`src/trd_pkg.sv`:
```
// shared types and constants of the truecolor tga rle pixel decoder
package trd_pkg;

	localparam int unsigned QUEUE_DEPTH = 4;
	localparam int unsigned QUEUE_PTR_W = $clog2(QUEUE_DEPTH);
	localparam int unsigned QUEUE_CNT_W = $clog2(QUEUE_DEPTH + 1);

	localparam logic [7:0] TYPE_RAW = 8'd2;
	localparam logic [7:0] TYPE_RLE = 8'd10;
	localparam logic [7:0] BPP_24 = 8'd24;
	localparam logic [7:0] BPP_32 = 8'd32;
	localparam logic [18:0] SKIP_MAX = 19'h7FFFF;

	localparam logic [4:0] HDR_ID_LEN = 5'd0;
	localparam logic [4:0] HDR_TYPE = 5'd2;
	localparam logic [4:0] HDR_CM_LEN_LO = 5'd5;
	localparam logic [4:0] HDR_CM_LEN_HI = 5'd6;
	localparam logic [4:0] HDR_CM_BITS = 5'd7;
	localparam logic [4:0] HDR_SKIP_CALC = 5'd8;
	localparam logic [4:0] HDR_WIDTH_LO = 5'd12;
	localparam logic [4:0] HDR_WIDTH_HI = 5'd13;
	localparam logic [4:0] HDR_HEIGHT_LO = 5'd14;
	localparam logic [4:0] HDR_HEIGHT_HI = 5'd15;
	localparam logic [4:0] HDR_BPP = 5'd16;
	localparam logic [4:0] HDR_LAST = 5'd17;

	typedef enum logic [4:0] {
		PH_HEADER = 5'b00001,
		PH_SKIP   = 5'b00010,
		PH_PACKET = 5'b00100,
		PH_PIXEL  = 5'b01000,
		PH_DONE   = 5'b10000
	} phase_t;

	typedef struct packed {
		logic [7:0] blue;
		logic [7:0] green;
		logic [7:0] red;
		logic [7:0] alpha;
		logic [7:0] repeat_count;
		logic       last_pixel;
		logic       format_error;
	} trd_result_t;

endpackage

```
`src/tga_rle_pixel_decoder.sv`:
```
// top level of the truecolor tga rle pixel decoder
//  channel  direction  handshake             payload
//  in       input      in_valid / in_ready   data_byte, file_start
//  out      output     out_valid / out_ready blue, green, red, alpha, repeat_count,
//                                            last_pixel, format_error
// one file byte is taken per cycle while in_ready is high; the parser updates its state in that cycle
// a result goes from the parser through a four-item queue and then the output register to out_valid
// in_ready falls only while the queue is full; out stalls back up through it
// reset puts the parser in the header phase with an empty queue and output
module tga_rle_pixel_decoder (
	input  logic       clk,
	input  logic       arst_n,
	input  logic       in_valid,
	output logic       in_ready,
	input  logic [7:0] data_byte,
	input  logic       file_start,
	output logic       out_valid,
	input  logic       out_ready,
	output logic [7:0] blue,
	output logic [7:0] green,
	output logic [7:0] red,
	output logic [7:0] alpha,
	output logic [7:0] repeat_count,
	output logic       last_pixel,
	output logic       format_error
);

	logic                 take;
	logic                 res_valid;
	trd_pkg::trd_result_t res;
	trd_pkg::trd_result_t q_head;
	logic                 q_not_empty;
	logic                 q_full;
	logic                 q_pop;
	trd_pkg::trd_result_t out_res;

	assign in_ready = !q_full;
	assign take = in_valid && in_ready;

	trd_front u_front (
		.clk        (clk),
		.arst_n     (arst_n),
		.take       (take),
		.data_byte  (data_byte),
		.file_start (file_start),
		.res_valid  (res_valid),
		.res        (res)
	);

	trd_queue u_queue (
		.clk       (clk),
		.arst_n    (arst_n),
		.push      (res_valid),
		.push_data (res),
		.pop       (q_pop),
		.head      (q_head),
		.not_empty (q_not_empty),
		.full      (q_full)
	);

	trd_back u_back (
		.clk       (clk),
		.arst_n    (arst_n),
		.q_valid   (q_not_empty),
		.q_head    (q_head),
		.q_pop     (q_pop),
		.out_valid (out_valid),
		.out_ready (out_ready),
		.out_res   (out_res)
	);

	assign blue = out_res.blue;
	assign green = out_res.green;
	assign red = out_res.red;
	assign alpha = out_res.alpha;
	assign repeat_count = out_res.repeat_count;
	assign last_pixel = out_res.last_pixel;
	assign format_error = out_res.format_error;

endmodule

```
`src/trd_front.sv`:
```
// byte parser: header, skip, packet headers and pixel assembly
module trd_front (
	input  logic                 clk,
	input  logic                 arst_n,
	input  logic                 take,
	input  logic [7:0]           data_byte,
	input  logic                 file_start,
	output logic                 res_valid,
	output trd_pkg::trd_result_t res
);

	trd_pkg::phase_t phase_q, phase_d, phase_cur;
	logic [4:0]  hidx_q, hidx_d, hidx_cur;
	logic [7:0]  id_len_q, id_len_d;
	logic [7:0]  img_type_q, img_type_d;
	logic [15:0] cm_entries_q, cm_entries_d;
	logic [7:0]  cm_bits_q, cm_bits_d;
	logic [15:0] width_q, width_d;
	logic [15:0] height_q, height_d;
	logic [7:0]  bpp_q, bpp_d;
	logic [18:0] skip_q, skip_d;
	logic [31:0] pix_rem_q, pix_rem_d;
	logic        run_q, run_d;
	logic [7:0]  pkt_left_q, pkt_left_d;
	logic [1:0]  byte_idx_q, byte_idx_d;
	logic [23:0] asm_q, asm_d;

	logic        emit;
	logic        is_rle;
	logic        is_32;
	logic [1:0]  last_idx;
	logic [5:0]  entry_bytes;
	logic [8:0]  cm_bits_round;
	logic [22:0] skip_full;
	logic [7:0]  cnt_raw;
	logic [31:0] cnt_raw_ext;
	logic [7:0]  cnt;
	logic        reach_end;
	logic [7:0]  left_next;
	logic        fmt_ok;

	assign is_rle = (img_type_q == trd_pkg::TYPE_RLE);
	assign is_32 = (bpp_q == trd_pkg::BPP_32);
	assign last_idx = is_32 ? 2'd3 : 2'd2;
	assign cm_bits_round = {1'b0, cm_bits_q} + 9'd7;
	assign entry_bytes = cm_bits_round[8:3];
	assign skip_full = {7'd0, cm_entries_q} * {17'd0, entry_bytes} + {15'd0, id_len_q};
	assign fmt_ok = ((bpp_q == trd_pkg::BPP_24) || (bpp_q == trd_pkg::BPP_32))
		&& ((img_type_q == trd_pkg::TYPE_RAW) || (img_type_q == trd_pkg::TYPE_RLE));
	assign cnt_raw = (is_rle && run_q) ? pkt_left_q : 8'd1;
	assign cnt_raw_ext = {24'd0, cnt_raw};
	assign reach_end = (cnt_raw_ext >= pix_rem_q);
	assign cnt = reach_end ? pix_rem_q[7:0] : cnt_raw;
	assign left_next = run_q ? 8'd0 : pkt_left_q - 8'd1;
	assign phase_cur = file_start ? trd_pkg::PH_HEADER : phase_q;
	assign hidx_cur = file_start ? 5'd0 : hidx_q;

	always_comb begin
		phase_d = phase_cur;
		hidx_d = hidx_cur;
		id_len_d = id_len_q;
		img_type_d = img_type_q;
		cm_entries_d = cm_entries_q;
		cm_bits_d = cm_bits_q;
		width_d = width_q;
		height_d = height_q;
		bpp_d = bpp_q;
		skip_d = skip_q;
		pix_rem_d = pix_rem_q;
		run_d = run_q;
		pkt_left_d = pkt_left_q;
		byte_idx_d = byte_idx_q;
		asm_d = asm_q;
		emit = 1'b0;
		res = '0;
		unique case (phase_cur)
			trd_pkg::PH_HEADER: begin
				priority case (hidx_cur)
					trd_pkg::HDR_ID_LEN: id_len_d = data_byte;
					trd_pkg::HDR_TYPE: img_type_d = data_byte;
					trd_pkg::HDR_CM_LEN_LO: cm_entries_d[7:0] = data_byte;
					trd_pkg::HDR_CM_LEN_HI: cm_entries_d[15:8] = data_byte;
					trd_pkg::HDR_CM_BITS: cm_bits_d = data_byte;
					trd_pkg::HDR_SKIP_CALC: begin
						skip_d = (skip_full > {4'd0, trd_pkg::SKIP_MAX}) ?
							trd_pkg::SKIP_MAX : skip_full[18:0];
					end
					trd_pkg::HDR_WIDTH_LO: width_d[7:0] = data_byte;
					trd_pkg::HDR_WIDTH_HI: width_d[15:8] = data_byte;
					trd_pkg::HDR_HEIGHT_LO: height_d[7:0] = data_byte;
					trd_pkg::HDR_HEIGHT_HI: height_d[15:8] = data_byte;
					trd_pkg::HDR_BPP: begin
						bpp_d = data_byte;
						pix_rem_d = {16'd0, width_q} * {16'd0, height_q};
					end
					default: ;
				endcase
				if (hidx_cur >= trd_pkg::HDR_LAST) begin
					hidx_d = 5'd0;
					if (!fmt_ok) begin
						emit = 1'b1;
						res.format_error = 1'b1;
						phase_d = trd_pkg::PH_DONE;
					end else begin
						run_d = 1'b0;
						pkt_left_d = 8'd0;
						byte_idx_d = 2'd0;
						if (skip_q != 19'd0) begin
							phase_d = trd_pkg::PH_SKIP;
						end else if (pix_rem_q == 32'd0) begin
							phase_d = trd_pkg::PH_DONE;
						end else begin
							phase_d = is_rle ? trd_pkg::PH_PACKET : trd_pkg::PH_PIXEL;
						end
					end
				end else begin
					hidx_d = hidx_cur + 5'd1;
				end
			end
			trd_pkg::PH_SKIP: begin
				if (skip_q != 19'd0) begin
					skip_d = skip_q - 19'd1;
				end
				if (skip_q <= 19'd1) begin
					byte_idx_d = 2'd0;
					if (pix_rem_q == 32'd0) begin
						phase_d = trd_pkg::PH_DONE;
					end else begin
						phase_d = is_rle ? trd_pkg::PH_PACKET : trd_pkg::PH_PIXEL;
					end
				end
			end
			trd_pkg::PH_PACKET: begin
				run_d = data_byte[7];
				pkt_left_d = {1'b0, data_byte[6:0]} + 8'd1;
				byte_idx_d = 2'd0;
				phase_d = trd_pkg::PH_PIXEL;
			end
			trd_pkg::PH_PIXEL: begin
				if (byte_idx_q < last_idx) begin
					unique case (byte_idx_q)
						2'd0: asm_d[7:0] = data_byte;
						2'd1: asm_d[15:8] = data_byte;
						default: asm_d[23:16] = data_byte;
					endcase
					byte_idx_d = byte_idx_q + 2'd1;
				end else begin
					emit = 1'b1;
					res.blue = asm_q[7:0];
					res.green = asm_q[15:8];
					res.red = (byte_idx_q == 2'd2) ? data_byte : asm_q[23:16];
					res.alpha = is_32 ? data_byte : 8'd0;
					res.repeat_count = cnt;
					res.last_pixel = reach_end;
					pix_rem_d = pix_rem_q - {24'd0, cnt};
					byte_idx_d = 2'd0;
					if (is_rle) begin
						pkt_left_d = left_next;
					end
					if (reach_end) begin
						phase_d = trd_pkg::PH_DONE;
					end else if (is_rle && (left_next == 8'd0)) begin
						phase_d = trd_pkg::PH_PACKET;
					end
				end
			end
			trd_pkg::PH_DONE: ;
			default: phase_d = trd_pkg::PH_DONE;
		endcase
	end

	assign res_valid = take && emit;

	always_ff @(posedge clk or negedge arst_n) begin
		if (!arst_n) begin
			phase_q <= trd_pkg::PH_HEADER;
			hidx_q <= 5'd0;
		end else if (take) begin
			phase_q <= phase_d;
			hidx_q <= hidx_d;
		end
	end

	always_ff @(posedge clk) begin
		if (take) begin
			id_len_q <= id_len_d;
			img_type_q <= img_type_d;
			cm_entries_q <= cm_entries_d;
			cm_bits_q <= cm_bits_d;
			width_q <= width_d;
			height_q <= height_d;
			bpp_q <= bpp_d;
			skip_q <= skip_d;
			pix_rem_q <= pix_rem_d;
			run_q <= run_d;
			pkt_left_q <= pkt_left_d;
			byte_idx_q <= byte_idx_d;
			asm_q <= asm_d;
		end
	end

	// a final pixel or an error leaves the parser done
	a_end_to_done: assert property (@(posedge clk) disable iff (!arst_n)
		(res_valid && (res.last_pixel || res.format_error))
		|=> (phase_q == trd_pkg::PH_DONE))
		else $error("parser not done after final item");

	a_count_range: assert property (@(posedge clk) disable iff (!arst_n)
		(res_valid && !res.format_error)
		|-> ((res.repeat_count != 8'd0) && (res.repeat_count <= 8'd128)))
		else $error("repeat count out of range");

	a_fourth_byte: assert property (@(posedge clk) disable iff (!arst_n)
		((phase_q == trd_pkg::PH_PIXEL) && (byte_idx_q == 2'd3)) |-> is_32)
		else $error("fourth pixel byte on a 24-bit image");

endmodule

```
`src/trd_queue.sv`:
```
// short result queue between parser and output stage
module trd_queue (
	input  logic                 clk,
	input  logic                 arst_n,
	input  logic                 push,
	input  trd_pkg::trd_result_t push_data,
	input  logic                 pop,
	output trd_pkg::trd_result_t head,
	output logic                 not_empty,
	output logic                 full
);

	trd_pkg::trd_result_t entry_q [trd_pkg::QUEUE_DEPTH];
	logic [trd_pkg::QUEUE_PTR_W-1:0] wr_ptr_q, rd_ptr_q;
	logic [trd_pkg::QUEUE_CNT_W-1:0] count_q;

	localparam logic [trd_pkg::QUEUE_CNT_W-1:0] DEPTH_C =
		trd_pkg::QUEUE_CNT_W'(trd_pkg::QUEUE_DEPTH);
	localparam logic [trd_pkg::QUEUE_PTR_W-1:0] LAST_PTR =
		trd_pkg::QUEUE_PTR_W'(trd_pkg::QUEUE_DEPTH - 1);
	localparam logic [trd_pkg::QUEUE_PTR_W-1:0] PTR_ONE = trd_pkg::QUEUE_PTR_W'(1);
	localparam logic [trd_pkg::QUEUE_CNT_W-1:0] CNT_ONE = trd_pkg::QUEUE_CNT_W'(1);

	assign not_empty = (count_q != '0);
	assign full = (count_q == DEPTH_C);
	assign head = entry_q[rd_ptr_q];

	always_ff @(posedge clk or negedge arst_n) begin
		if (!arst_n) begin
			wr_ptr_q <= '0;
			rd_ptr_q <= '0;
			count_q <= '0;
		end else begin
			if (push) begin
				wr_ptr_q <= (wr_ptr_q == LAST_PTR) ? '0 : wr_ptr_q + PTR_ONE;
			end
			if (pop) begin
				rd_ptr_q <= (rd_ptr_q == LAST_PTR) ? '0 : rd_ptr_q + PTR_ONE;
			end
			if (push && !pop) begin
				count_q <= count_q + CNT_ONE;
			end else if (pop && !push) begin
				count_q <= count_q - CNT_ONE;
			end
		end
	end

	always_ff @(posedge clk) begin
		if (push) begin
			entry_q[wr_ptr_q] <= push_data;
		end
	end

	a_no_overflow: assert property (@(posedge clk) disable iff (!arst_n)
		push |-> (!full || pop))
		else $error("queue overflow");

	a_no_underflow: assert property (@(posedge clk) disable iff (!arst_n)
		pop |-> not_empty)
		else $error("queue underflow");

endmodule

```
`src/trd_back.sv`:
```
// output register that presents one result item at a time
module trd_back (
	input  logic                 clk,
	input  logic                 arst_n,
	input  logic                 q_valid,
	input  trd_pkg::trd_result_t q_head,
	output logic                 q_pop,
	output logic                 out_valid,
	input  logic                 out_ready,
	output trd_pkg::trd_result_t out_res
);

	logic                 valid_q;
	trd_pkg::trd_result_t res_q;
	logic                 load;

	assign load = !valid_q || out_ready;
	assign q_pop = q_valid && load;
	assign out_valid = valid_q;
	assign out_res = res_q;

	always_ff @(posedge clk or negedge arst_n) begin
		if (!arst_n) begin
			valid_q <= 1'b0;
		end else if (load) begin
			valid_q <= q_valid;
		end
	end

	always_ff @(posedge clk) begin
		if (q_pop) begin
			res_q <= q_head;
		end
	end

endmodule

```
`config.mk`:
```
export PLATFORM = sky130hd
export DESIGN_NAME = tga_rle_pixel_decoder
export DESIGN_NICKNAME = d
export VERILOG_FILES = /design/src/trd_pkg.sv /design/src/tga_rle_pixel_decoder.sv /design/src/trd_front.sv /design/src/trd_queue.sv /design/src/trd_back.sv
export SDC_FILE = /design/constraint.sdc
export NUM_CORES = 1
export LEC_CHECK = 0
export BUFFER_PORTS_ARGS = -buffer_cell sky130_fd_sc_hd__buf_2
export CAP_MARGIN = 5
export CORE_ASPECT_RATIO = 0.8
export CORE_UTILIZATION = 60
export CTS_CLUSTER_DIAMETER = 100
export DETAILED_ROUTE_END_ITERATION = 6
export PLACE_DENSITY_LB_ADDON = 0.1
export SLEW_MARGIN = 0
export SYNTH_ARGS = -nofsm -noshare
export SYNTH_HDL_FRONTEND = slang
export SYNTH_HIERARCHICAL = 1
export SYNTH_SLANG_ARGS = --single-unit
```
`constraint.sdc`:
```
create_clock -name clk -period 7.29 [get_ports clk]
set_clock_uncertainty 0.15 [all_clocks]
set_input_delay 0.729 -clock clk [delete_from_list [all_inputs] [get_ports clk]]
set_output_delay 0.729 -clock clk [all_outputs]
set_load 0.02 [all_outputs]
```
==> flow_summary.html <==
<table>
<tr><th>Metric</th><th>Value</th></tr>
<tr><th colspan="2">Synthesis</th></tr>
<tr><td>Post-synth EDFFs</td><td>376</td></tr>
<tr><td>Distinct cells, synth</td><td>74</td></tr>
<tr><td>Sequential area share after synthesis</td><td>41.73%</td></tr>
<tr><td>Post-Synthesis Net Count</td><td>2805</td></tr>
<tr><td>Multiplexer fraction of the synthesized cell area</td><td>4.042%</td></tr>
<tr><td>Top flip-flop cell by instance count after synthesis</td><td>sky130_fd_sc_hd__edfxtp_1</td></tr>
<tr><td>Register bit total from synthesis</td><td>394</td></tr>
<tr><td>Cell type with the highest aggregate area in the netlist</td><td>sky130_fd_sc_hd__edfxtp_1</td></tr>
<tr><td>Simple logic cell fraction of the synthesized area</td><td>12.93%</td></tr>
<tr><td>Area fraction in compound gates after synthesis</td><td>5.776%</td></tr>
<tr><td>Avg Cell Area, Syn</td><td>12.00 um^2</td></tr>
<tr><td>Netlist area before placement</td><td>28140 um^2</td></tr>
<tr><td>Post-Synth XOR/XNOR Area</td><td>3.424%</td></tr>
<tr><td>Share of the synthesized area in the top cell type</td><td>40.12%</td></tr>
<tr><td>Top cells by area in the synthesized netlist</td><td>sky130_fd_sc_hd__edfxtp_1 (40%), sky130_fd_sc_hd__fa_1 (18%), sky130_fd_sc_hd__ha_1 (8.4%)</td></tr>
<tr><td>Synth Instances</td><td>2344</td></tr>
<tr><td>Combinational family with the most area after synthesis</td><td>adder cells</td></tr>
<tr><td>Yosys warns</td><td>6</td></tr>
<tr><td>Proportion of register bits with asynchronous set or reset after synthesis</td><td>4.569%</td></tr>
<tr><td>Adder and majority cell fraction of the synthesized area</td><td>26.80%</td></tr>
<tr><th colspan="2">Route</th></tr>
<tr><td>Total wirelength of the detailed-routed design</td><td>60.47 mm</td></tr>
<tr><td>DR WL/cell</td><td>19.78 um</td></tr>
<tr><td>DRC violation count after routing</td><td>0</td></tr>
<tr><td>Number of optimization iterations in the first detailed-route pass</td><td>5</td></tr>
<tr><td>Vias after detailed routing</td><td>17499</td></tr>
<tr><td>Violation count after the first detailed-routing iteration</td><td>1320</td></tr>
<tr><td>Final antenna-violating net count</td><td>0</td></tr>
<tr><td>Via density</td><td>5.724</td></tr>
<tr><th colspan="2">GRT</th></tr>
<tr><td>Initial antenna violation count</td><td>2</td></tr>
<tr><td>Number of global-route vias before repair</td><td>18022</td></tr>
<tr><td>First-pass GRT wire length</td><td>97.51 mm</td></tr>
<tr><td>Overall track demand over capacity in global routing</td><td>26.33%</td></tr>
<tr><td>Overflow after GRT</td><td>0</td></tr>
<tr><td>Largest net degree at the start of global routing</td><td>72</td></tr>
<tr><th colspan="2">Power</th></tr>
<tr><td>Part of the power in the clock network</td><td>27.9%</td></tr>
<tr><td>Net switching share of the total power</td><td>32.51%</td></tr>
<tr><td>Internal</td><td>0.004812 W</td></tr>
<tr><td>Net Sw Power</td><td>0.002318 W</td></tr>
<tr><td>Largest voltage drop on the vdd net</td><td>0.2253 mV</td></tr>
<tr><td>Portion of total power attributed to combinational logic</td><td>31.3%</td></tr>
<tr><td>Seq pwr share</td><td>40.8%</td></tr>
<tr><td>Standby leakage power</td><td>13.04 nW</td></tr>
<tr><td>Pwr/cell area</td><td>234.3 nW/um^2</td></tr>
<tr><th colspan="2">Timing</th></tr>
<tr><td>Upper clock frequency limit</td><td>143.3 MHz</td></tr>
<tr><td>Final setup violation count</td><td>0</td></tr>
<tr><td>Final Worst Setup Slack</td><td>0.3110 ns</td></tr>
<tr><td>Clock period minus final worst setup slack</td><td>6.979 ns</td></tr>
<tr><td>Fin. Hold Viols</td><td>0</td></tr>
<tr><td>Crit share post-route</td><td>95.73%</td></tr>
<tr><td>Slew Limit Fails</td><td>0</td></tr>
<tr><td>Setup TNS</td><td>0 ns</td></tr>
<tr><td>Unrepaired setup endpoints after global routing</td><td>no</td></tr>
<tr><td>Slew at the pin closest to its max-slew limit</td><td>1.145 ns</td></tr>
<tr><td>Worst rel slew slack</td><td>23.67%</td></tr>
<tr><td>WHS</td><td>0.3119 ns</td></tr>
<tr><th colspan="2">Setup path</th></tr>
<tr><td>Worst EP required</td><td>7.43 ns</td></tr>
<tr><td>CP startpoint kind</td><td>register</td></tr>
<tr><td>Kind of critical path</td><td>register to register</td></tr>
<tr><td>Worst Path Max Fanout</td><td>16</td></tr>
<tr><td>Crit end category</td><td>register</td></tr>
<tr><td>Worst endpoint data arrival time</td><td>7.12 ns</td></tr>
<tr><th colspan="2">Place</th></tr>
<tr><td>Final Wtd Congestion</td><td>0.9239</td></tr>
<tr><td>Post-Place Setup Slack</td><td>0.3803 ns</td></tr>
<tr><td>Count of input and output buffers</td><td>56</td></tr>
<tr><td>HPWL reported at the end of detailed placement</td><td>44.87 mm</td></tr>
<tr><th colspan="2">Clocking</th></tr>
<tr><td>Clock buffer count from CTS</td><td>40</td></tr>
<tr><td>Number of resized instances in the post-cts repair step</td><td>0</td></tr>
<tr><td>Number of clock sinks</td><td>394</td></tr>
<tr><td>Clock input transition at the sequential cells of the worst setup and hold paths</td><td>0.06 ns</td></tr>
<tr><td>H-Tree Depth</td><td>2</td></tr>
<tr><td>CTS tree</td><td>built</td></tr>
<tr><td>CTS max path bufs</td><td>3</td></tr>
<tr><td>Master cell of the clock root buffer</td><td>sky130_fd_sc_hd__clkbuf_16</td></tr>
<tr><td>Clk_lat worst skew</td><td>0.56 ns</td></tr>
<tr><th colspan="2">Floorplanning</th></tr>
<tr><td>Die area</td><td>47780 um^2</td></tr>
<tr><td>Initial Utilization</td><td>61.20%</td></tr>
<tr><td>Die Height</td><td>195.7 um</td></tr>
<tr><td>Row cnt</td><td>70</td></tr>
<tr><td>Io pins</td><td>57</td></tr>
<tr><td>Overall die width</td><td>244.1 um</td></tr>
<tr><td>Area of the core region</td><td>45980 um^2</td></tr>
<tr><th colspan="2">Worst hold path</th></tr>
<tr><td>Worst min path class</td><td>input pin to register</td></tr>
<tr><th colspan="2">Finish</th></tr>
<tr><td>Total number of nets in the final design</td><td>2877</td></tr>
<tr><td>Area delta synth-&gt;final</td><td>8.159%</td></tr>
<tr><td>Layout cells sized above 1</td><td>9.656%</td></tr>
<tr><th colspan="2">Outcome</th></tr>
<tr><td>Result of the run</td><td>complete, no violations</td></tr>
<tr><th colspan="2">Job</th></tr>
<tr><td>Max capacitance violation total</td><td>0</td></tr>
</table>
sequential cells by signal (all words and copies together) (netlist names), 16 cells and up:
signal                count
u_front/skip_q           19
u_front/height_q         16
u_front/asm_q            24
u_queue/entry_q         168
u_back/out_res           42
u_front/cm_entries_q     16
u_front/width_q          16
u_front/pix_rem_q        32
power groups by stage:
stage               sequential [W]  combinational [W]  clock, W
floorplan                  0.00303            0.00159         0
global placement           0.00295            0.00219         0
detailed placement         0.00296            0.00223         0
CTS                        0.00291            0.00225   0.00203
global route               0.00294            0.00249   0.00211
finish                     0.00291            0.00223   0.00199
logic make-up after synthesis:
| kind of cell | count (synthesis) |
|---|---|
| and+or+nand+nor | 719 |
| adders and majority gates | 448 |
| DFF | 394 |
| buffers and inverters | 367 |
| AOI/OAI and AO/OA | 247 |
| xor gates and xnor gates | 110 |
| muxes | 59 |
worst max-delay path, cell delays in order (launching register included):
cell and delay (ns):
sky130_fd_sc_hd__edfxtp_1 0.74, sky130_fd_sc_hd__nand2_1 0.16, sky130_fd_sc_hd__fa_1 0.52, sky130_fd_sc_hd__inv_1 0.05, sky130_fd_sc_hd__fa_1 0.49, sky130_fd_sc_hd__inv_1 0.05, sky130_fd_sc_hd__fa_1 0.47, sky130_fd_sc_hd__inv_1 0.06
sky130_fd_sc_hd__fa_1 0.54, sky130_fd_sc_hd__inv_1 0.06, sky130_fd_sc_hd__fa_1 0.54, sky130_fd_sc_hd__inv_1 0.06, sky130_fd_sc_hd__fa_1 0.47, sky130_fd_sc_hd__ha_1 0.37, sky130_fd_sc_hd__a21o_1 0.18, sky130_fd_sc_hd__a21o_1 0.17
sky130_fd_sc_hd__a21oi_1 0.19, sky130_fd_sc_hd__o21ai_0 0.10, sky130_fd_sc_hd__a221oi_1 0.66, sky130_fd_sc_hd__o21ai_0 0.17, sky130_fd_sc_hd__a31oi_1 0.23, sky130_fd_sc_hd__xor2_1 0.19, sky130_fd_sc_hd__mux2i_1 0.09
area by class of cell:
type	instances	area, um^2
fillers	3466	15550
multi-input cells	1583	14930
flip-flops and latches	394	11750
inverters	297	1115
clock buffers	48	1072
well taps	612	765.7
repair buffers	100	613.1
clock inverters	22	195.2
diodes	1	2.502
cell usage after synthesis, types with 5 or more instances:
master and instances:
sky130_fd_sc_hd__edfxtp_1 376, sky130_fd_sc_hd__inv_1 297, sky130_fd_sc_hd__fa_1 258, sky130_fd_sc_hd__nand2_1 249
sky130_fd_sc_hd__ha_1 190, sky130_fd_sc_hd__and2_1 148, sky130_fd_sc_hd__nor2_1 101, sky130_fd_sc_hd__nor2b_1 69
sky130_fd_sc_hd__xnor2_1 64, sky130_fd_sc_hd__a21oi_1 58, sky130_fd_sc_hd__o21ai_0 56, sky130_fd_sc_hd__clkbuf_1 51
sky130_fd_sc_hd__xor2_1 46, sky130_fd_sc_hd__mux4_2 38, sky130_fd_sc_hd__nor3_1 33, sky130_fd_sc_hd__a21o_1 26
sky130_fd_sc_hd__nand2b_1 24, sky130_fd_sc_hd__nand3_1 22, sky130_fd_sc_hd__a2bb2oi_1 18, sky130_fd_sc_hd__dfrtp_1 17
sky130_fd_sc_hd__and3_1 15, sky130_fd_sc_hd__nor4_1 15, sky130_fd_sc_hd__mux2i_1 12, sky130_fd_sc_hd__o21a_1 12
sky130_fd_sc_hd__o22ai_1 12, sky130_fd_sc_hd__a31oi_1 11, sky130_fd_sc_hd__o21bai_1 11, sky130_fd_sc_hd__buf_2 8
sky130_fd_sc_hd__a211oi_1 6, sky130_fd_sc_hd__nand3b_1 6, sky130_fd_sc_hd__o31ai_1 6, sky130_fd_sc_hd__or4_1 6
sky130_fd_sc_hd__buf_6 5, sky130_fd_sc_hd__mux2_2 5, sky130_fd_sc_hd__o211ai_1 5
placed cells by master (no fill, tap or decap), drive strengths merged, types with 9 or more instances in the layout:
| master | Yosys | final |
|---|---|---|
| fa | 258 | 258 |
| mux2i | 12 | 12 |
| dfrtp | 17 | 17 |
| clkinv | 0 | 15 |
| a21oi | 58 | 58 |
| nor2 | 102 | 102 |
| a21o | 26 | 26 |
| ha | 190 | 190 |
| clkbuf | 51 | 48 |
| inv | 297 | 300 |
| nand2 | 249 | 249 |
| or4 | 9 | 9 |
| xor2 | 46 | 46 |
| o22ai | 12 | 12 |
| buf | 19 | 99 |
| a31oi | 12 | 12 |
| and2 | 149 | 149 |
| nor3 | 33 | 33 |
| nor2b | 69 | 69 |
| o21ai | 58 | 58 |
| a2bb2oi | 18 | 18 |
| and3 | 18 | 18 |
| mux4 | 42 | 42 |
| xnor2 | 64 | 64 |
| nand2b | 24 | 24 |
| nand3 | 22 | 22 |
| o21bai | 11 | 11 |
| nor4 | 16 | 16 |
| o21a | 12 | 12 |
| edfxtp | 376 | 376 |
path summary, 6_finish.rpt:
check,from,end,slack (ns),cells after the start
worst max-delay path,u_front/width_q[7],u_front/pix_rem_q[29],0.31,22
worst min-delay path,out_ready,u_back/out_valid,0.31,3
worst max register to register,u_front/width_q[7],u_front/pix_rem_q[29],0.31,22
worst min register to register,u_queue/count_q[2],u_queue/count_q[2],0.34,1
max in group asynchronous,arst_n,u_queue/rd_ptr_q[1],6.07,2
min in group asynchronous,arst_n,u_front/phase_q[2],0.53,2
through the flow:
step / utilization (%) / cell area, um^2 / cells / total power, W
2_1_floorplan: - / 28140 / 2344 / 0.004625
3_3_place_gp: 63.41 / 29160 / 2985 / 0.005136
3_5_place_dp: 63.41 / 29160 / 2985 / 0.005186
4_1_cts: 66.19 / 30430 / 3056 / 0.007183
5_1_grt: 66.19 / 30430 / 3056 / 0.007536
6_report: 66.19 / 30440 / 3057 / 0.007130
what timing repair did:
| item | CTS | global route |
|---|---|---|
| hold buffers | 1 | 0 |
| buffers inserted | 0 | 0 |
| hold endpoints to repair | 17 | 0 |
routing by layer:
metal / track usage, % / part of all wire, % / vias up
met4: 5.139 / 1.4 / 0
met3: 5.363 / 6.9 / 58
met5: 0 / 0 / -
li1: - / - / 8093
met2: 40.43 / 45 / 506
met1: 39.32 / 47 / 8842
Note: power is estimated with default switching activity, not from simulation.
